**config.mk**
```make
export PLATFORM = sky130hd
export DESIGN_NAME = modbus_rtu_request_framer
export DESIGN_NICKNAME = d
export VERILOG_FILES = /design/src/rtl/mbrtu_pkg.sv /design/src/rtl/mbrtu_serializer.sv /design/src/rtl/modbus_rtu_request_framer.sv
export VERILOG_INCLUDE_DIRS = /design/src /design/src/rtl
export SDC_FILE = /design/constraint.sdc
export NUM_CORES = 1
export LEC_CHECK = 0
export ABC_AREA = 1
export ABC_CLOCK_PERIOD_IN_PS = 3900
export BUFFER_PORTS_ARGS = -buffer_cell sky130_fd_sc_hd__buf_2
export CAP_MARGIN = 20
export CORE_ASPECT_RATIO = 1.5
export CORE_MARGIN = 3
export CORE_UTILIZATION = 35
export CTS_CLUSTER_DIAMETER = 80
export DETAILED_ROUTE_END_ITERATION = 8
export GPL_ROUTABILITY_DRIVEN = 0
export SYNTH_ARGS = -nofsm -noshare
export SYNTH_HDL_FRONTEND = slang
export SYNTH_SLANG_ARGS = --single-unit
export TNS_END_PERCENT = 5
```
**constraint.sdc**
```tcl
create_clock -name clock -period 3.9 [get_ports clock]
set_input_delay 0.585 -clock clock [delete_from_list [all_inputs] [get_ports clock]]
set_output_delay 0.585 -clock clock [all_outputs]
set_load 0.01 [all_outputs]
```
**src/rtl/assert_macros.svh**
```systemverilog
// assertion macros used by the byte serializer
// each expects signals named clock and reset in the including module
`ifndef ASSERT_MACROS_SVH
`define ASSERT_MACROS_SVH

// property must hold at every clock edge outside reset
`define ASSERT_CHK(lbl, prop, msg) \
   lbl: assert property (@(posedge clock) disable iff (reset) (prop)) else $error(msg);

// expression must never be true outside reset
`define ASSERT_NEVER(lbl, expr, msg) \
   lbl: assert property (@(posedge clock) disable iff (reset) !(expr)) else $error(msg);

`endif

```
**src/rtl/mbrtu_pkg.sv**
```systemverilog
// shared types, constants and the byte-wide crc-16 update for the request framer
// no dependencies
`timescale 1ns / 1ps

package mbrtu_pkg;

   localparam int FrameLen  = 8;
   localparam int HeaderLen = 6;
   localparam int IdxWidth  = $clog2(FrameLen);
   localparam int HdrWidth  = HeaderLen * 8;

   localparam logic [15:0] CrcInit = 16'hFFFF;
   localparam logic [15:0] CrcPoly = 16'hA001;

   // byte positions of the crc within the frame
   localparam logic [IdxWidth-1:0] IdxCrcLo = IdxWidth'(HeaderLen);
   localparam logic [IdxWidth-1:0] IdxCrcHi = IdxWidth'(FrameLen - 1);

   typedef struct packed {
      logic [7:0]  slave_address;
      logic [7:0]  function_code;
      logic [15:0] register_address;
      logic [15:0] register_value;
   } req_type;

   // one byte through the reflected crc, lsb first
   function automatic logic [15:0] crc_byte(input logic [15:0] crc, input logic [7:0] data);
      logic [15:0] c;
      c = crc ^ {8'h00, data};
      for (int b = 0; b < 8; b++) begin
         if (c[0]) begin
            c = (c >> 1) ^ CrcPoly;
         end else begin
            c = c >> 1;
         end
      end
      return c;
   endfunction

endpackage

```
**src/rtl/mbrtu_serializer.sv**
```systemverilog
// byte serializer: shifts out the six header bytes while folding them into the crc,
// then sends the crc low and high bytes; uses mbrtu_pkg and assert_macros.svh
`timescale 1ns / 1ps
`include "assert_macros.svh"

module mbrtu_serializer (
   input  logic                 clock,
   input  logic                 reset,
   input  logic                 load_valid,
   input  mbrtu_pkg::req_type   load_data,
   output logic                 load_take,
   output logic                 rsp_valid,
   input  logic                 rsp_ready,
   output logic [7:0]           rsp_frame_byte,
   output logic                 rsp_last_byte
);

   logic                              busy_ff, busy_in;
   logic [mbrtu_pkg::IdxWidth-1:0]    idx_ff, idx_in;
   logic [mbrtu_pkg::HdrWidth-1:0]    data_ff, data_in;
   logic [15:0]                       crc_ff, crc_in;
   logic                              fire;
   logic                              at_last;
   logic                              free;

   assign fire      = busy_ff && rsp_ready;
   assign at_last   = (idx_ff == mbrtu_pkg::IdxCrcHi);
   assign free      = !busy_ff || (fire && at_last);
   assign load_take = free && load_valid;

   always_comb begin
      busy_in = busy_ff;
      idx_in  = idx_ff;
      data_in = data_ff;
      crc_in  = crc_ff;
      if (fire) begin
         idx_in = idx_ff + 1'b1;
         if (idx_ff < mbrtu_pkg::IdxCrcLo) begin
            // header byte leaves: fold it into the running crc
            crc_in  = mbrtu_pkg::crc_byte(crc_ff, data_ff[mbrtu_pkg::HdrWidth-1 -: 8]);
            data_in = {data_ff[mbrtu_pkg::HdrWidth-9:0], 8'h00};
         end
         if (at_last) begin
            busy_in = 1'b0;
         end
      end
      if (load_take) begin
         busy_in = 1'b1;
         idx_in  = '0;
         data_in = {load_data.slave_address, load_data.function_code,
                    load_data.register_address, load_data.register_value};
         crc_in  = mbrtu_pkg::CrcInit;
      end
   end

   always_ff @(posedge clock) begin
      if (reset) begin
         busy_ff <= 1'b0;
         idx_ff  <= '0;
      end else begin
         busy_ff <= busy_in;
         idx_ff  <= idx_in;
      end
      data_ff <= data_in;
      crc_ff  <= crc_in;
   end

   always_comb begin
      case (idx_ff)
         mbrtu_pkg::IdxCrcLo: rsp_frame_byte = crc_ff[7:0];
         mbrtu_pkg::IdxCrcHi: rsp_frame_byte = crc_ff[15:8];
         default:             rsp_frame_byte = data_ff[mbrtu_pkg::HdrWidth-1 -: 8];
      endcase
   end

   assign rsp_valid     = busy_ff;
   assign rsp_last_byte = at_last;

   `ASSERT_CHK(a_frame_continues, fire && !at_last |=> busy_ff, "frame stopped before its last byte")
   `ASSERT_CHK(a_idx_steps, fire && !at_last && !load_take |=> idx_ff == $past(idx_ff) + 1'b1, "byte index skipped")
   `ASSERT_NEVER(a_load_overrun, load_take && busy_ff && !(fire && at_last), "new request loaded over a running frame")
   `ASSERT_CHK(a_load_starts, load_take |=> busy_ff && idx_ff == '0 && crc_ff == mbrtu_pkg::CrcInit, "frame did not start cleanly")

endmodule

```
**src/rtl/modbus_rtu_request_framer.sv**
```systemverilog
// channel  | signals                                            | direction
// ---------+----------------------------------------------------+----------
// request  | req_valid/req_ready, slave/function/address/value  | in
// response | rsp_valid/rsp_ready, rsp_frame_byte, rsp_last_byte | out
//
// each request yields eight bytes, one per cycle while rsp_ready is high.
// a one-deep request register takes the next request while a frame is going out;
// a held request's frame follows its predecessor's last byte with no gap.
// reset (synchronous) drops any held request and any frame in progress.
// a low rsp_ready holds the current byte; the request side stalls once its register is full.
// uses mbrtu_pkg and mbrtu_serializer
`timescale 1ns / 1ps

module modbus_rtu_request_framer (
   input  logic        clock,
   input  logic        reset,
   input  logic        req_valid,
   output logic        req_ready,
   input  logic [7:0]  req_slave_address,
   input  logic [7:0]  req_function_code,
   input  logic [15:0] req_register_address,
   input  logic [15:0] req_register_value,
   output logic        rsp_valid,
   input  logic        rsp_ready,
   output logic [7:0]  rsp_frame_byte,
   output logic        rsp_last_byte
);

   logic                hold_valid_ff, hold_valid_in;
   mbrtu_pkg::req_type  hold_ff, hold_in;
   logic                req_fire;
   logic                load_take;

   assign req_ready = !hold_valid_ff;
   assign req_fire  = req_valid && req_ready;

   always_comb begin
      hold_valid_in = hold_valid_ff;
      hold_in       = hold_ff;
      if (load_take) begin
         hold_valid_in = 1'b0;
      end
      if (req_fire) begin
         hold_valid_in            = 1'b1;
         hold_in.slave_address    = req_slave_address;
         hold_in.function_code    = req_function_code;
         hold_in.register_address = req_register_address;
         hold_in.register_value   = req_register_value;
      end
   end

   always_ff @(posedge clock) begin
      if (reset) begin
         hold_valid_ff <= 1'b0;
      end else begin
         hold_valid_ff <= hold_valid_in;
      end
      hold_ff <= hold_in;
   end

   mbrtu_serializer u_serializer (
      .clock          (clock),
      .reset          (reset),
      .load_valid     (hold_valid_ff),
      .load_data      (hold_ff),
      .load_take      (load_take),
      .rsp_valid      (rsp_valid),
      .rsp_ready      (rsp_ready),
      .rsp_frame_byte (rsp_frame_byte),
      .rsp_last_byte  (rsp_last_byte)
   );

endmodule
```
==> flow_metrics.py <==
metrics = {
    "status": {
        "outcome": "finished clean",
    },
    "sta": {
        "clock_skew_ns": 0.00451,
        "fmax_mhz": 365,
        "post-route-min-period_ns": 2.74,
        "drv_slew": 0,
        "final-setup-viol-count": 0,
        "tightest_slew_ns": 0.997,
        "rsz0062_at_grt": "false",
        "finalCritPeriodShare": 0.702,
        "setup_tns_ns": 0,
        "maxSlewHeadroom": 0.334,
        "hold_violations": 0,
    },
    "synthesis": {
        "synth_ff_type": "edfxtp_1",
        "seq_area_frac_synth": 0.691,
        "yosys_warnings": 0,
        "post_synth.cell_area_avg_um2": 13.0,
        "yosysTopAreaCell": "edfxtp_1",
        "synth_nets": 422,
        "synth-edff-count": 96,
        "synthTopCellsByArea": "edfxtp_1 60%, dfxtp_1 8.8%, nand2_1 7.1%, mux2_2 6.6%, mux2_4 3.8%",
        "netlist_top_cells_count": "96 x edfxtp_1, 91 x nand2_1, 40 x inv_1",
        "syn_area_um2": 4780,
        "async_flop_share": 0,
        "synthDistinctLibCells": 21,
        "syn_inst": 367,
        "synth_seq_cells": 117,
        "post-synth-top-count-cell": "edfxtp_1",
        "synth_top_cell_area_share": 0.603,
    },
    "hold_path": {
        "hold_path_depth": 2,
        "min_to": "u_serializer.rsp_valid",
        "hold_start": "reset",
        "hold_path.class": "input port to register",
    },
    "global_route": {
        "grt-ovfl-total": 0,
        "grt_max_degree": 49,
        "grt_pass1_vias": 2897,
        "grt_pass1_wl_mm": 14.0,
        "antenna_found_initial": 0,
        "grt_usage": 0.122,
    },
    "critical_path": {
        "crit_top_cell": "ha_1",
        "reg2reg_from": "u_serializer.idx_ff[0]",
        "end_kind": "output port",
        "r2r_slack_ns": 1.32,
        "arrival_ns": 2.15,
        "crit_required_ns": 3.31,
        "cp_max_fo": 8,
        "worstPathCellList": "ha_1 > ha_1 > a21oi_1 > nand2_1 > o221ai_1 > buf_2",
        "rr_worst_depth": 7,
        "cpMaxStageDelayCell": "a21oi_1",
        "startpoint_type": "register",
        "critPathMaxStageDelay_ns": 0.61,
        "regToRegEndpoint": "u_serializer.data_ff[19]",
        "worstSetupPathType": "register to output port",
    },
    "clock_network": {
        "clk_latency_ns": 0.40,
        "post_cts_buffers": 0,
        "root_buffer": "clkbuf_16",
        "cts_made_buffers": 17,
        "cts.repair.resized": 0,
        "cts_sinks": 117,
        "cts_htree_levels": 4,
        "cts_tree": "done",
        "cts_hold_buffers": 0,
        "clkTransAtPathRegs_ns": 0.05,
        "cts_buffer_depth": 2,
    },
    "cells_and_area": {
        "antenna_cells": 0,
        "fin_area_um2": 5830,
        "drive_gt1_frac": 0.300,
        "final_nets": 498,
        "syn2layout_area_growth_pct": 22.0,
        "final_util": 0.444,
    },
    "routing": {
        "wl_per_cell_um": 13.7,
        "drtIter0Drc": 162,
        "via_count": 2872,
        "drt_pass1_iterations": 4,
        "drc": 0,
        "viasPerCell": 4.67,
        "routed_wl_mm": 8.42,
        "ant_nets": 0,
    },
    "floorplanning": {
        "die_area_um2": 15100,
        "coreArea_um2": 13100,
        "die_h_um": 149,
        "num_rows": 51,
        "io_pins": 63,
        "die_x_um": 101,
        "initial_core_util": 0.364,
    },
    "power": {
        "leakage_nw": 2.47,
        "p_total_mw": 3.42,
        "ir_drop_v": 0.000314,
        "power_density_nw_per_um2": 587,
    },
    "job": {
        "maxCapViolCount": 0,
    },
    "placed_design": {
        "hpwl_mm": 5.72,
        "placed_cell_area_um2": 5290,
        "portBuffers": 62,
    },
}
## worst max-delay path, delay by kind of cell, from the launching register on
family,cells,cell delay [ns]
adder cells (fa/ha/maj),2,0.41
AND/OR/NAND/NOR,1,0.11
buffers and inverters,1,0.18
flip-flops,1,0.32
AO/OA/AOI/OAI,2,0.73
## placed cells by master, fill, tap and decap left out, types with 7 or more instances in the layout
cell / count
a21oi_1: 10
mux2_4: 12
o211ai_1: 17
clkbuf_16: 17
o21ai_0: 7
dfxtp_1: 21
buf_2: 62
edfxtp_1: 96
inv_1: 40
nand2_1: 90
mux2_2: 28
nor2_1: 13
## power breakdown
part	total (mW)	switching, mW	internal [mW]
logic	0.424	0.250	0.174
registers	1.57	0.0579	1.51
clock network	1.43	0.509	0.918
## worst max-delay path by stage
stage	start	endpoint	slack [ns]
after detailed placement	u_serializer.idx_ff[1]	u_serializer.data_ff[21]	1.31
after CTS	u_serializer.idx_ff[0]	rsp_frame_byte[0]	1.14
after floorplan	u_serializer.idx_ff[1]	u_serializer.data_ff[0]	0.70
after global placement	u_serializer.idx_ff[0]	u_serializer.data_ff[21]	1.38
final	u_serializer.idx_ff[0]	rsp_frame_byte[0]	1.16
after global routing	u_serializer.idx_ff[0]	rsp_frame_byte[1]	1.02
## cell families (layout without fill, tap and decap cells)
group / Yosys count / count (layout) / synth area share
compound gates: 42 / 42 / 0.0576
xor+xnor: 2 / 2 / 0.00366
fa+ha+maj: 3 / 3 / 0.00785
buf+inv: 50 / 139 / 0.0450
flops: 117 / 117 / 0.691
mux: 40 / 40 / 0.104
simple gates: 113 / 113 / 0.0913
## cell type report
cell class | instances | area (um2)
Tap cell | 159 | 199
Sequential cell | 117 | 3300
Clock inverter | 14 | 118
Fill cell | 1209 | 7310
Timing Repair Buffer | 66 | 340
Inverter | 41 | 154
Multi-Input combinational cell | 200 | 1290
Clock buffer | 18 | 429
## registers in the layout, summed over array words and instances, names as in the netlist
register                count
u_serializer.idx_ff         3
u_serializer.rsp_valid      1
hold_ff                    48
u_serializer.data_ff       48
hold_valid_ff               1
u_serializer.crc_ff        16
## metal layers
layer | track usage | share of wire
met2 | 0.192 | 0.50
met5 | 0 | 0
met3 | 0.0379 | 0.053
met1 | 0.147 | 0.43
met4 | 0.0645 | 0.020
## per-stage QoR
stage	std cells	setup WS (ns)	hold WS (ns)
final	615	1.16	0.353
after detailed placement	583	1.31	0.484
after global routing	615	1.02	0.339
after floorplan	367	0.699	0.456
after global placement	583	1.38	0.472
after CTS	615	1.14	0.337
(Power assumes the default switching activity.)
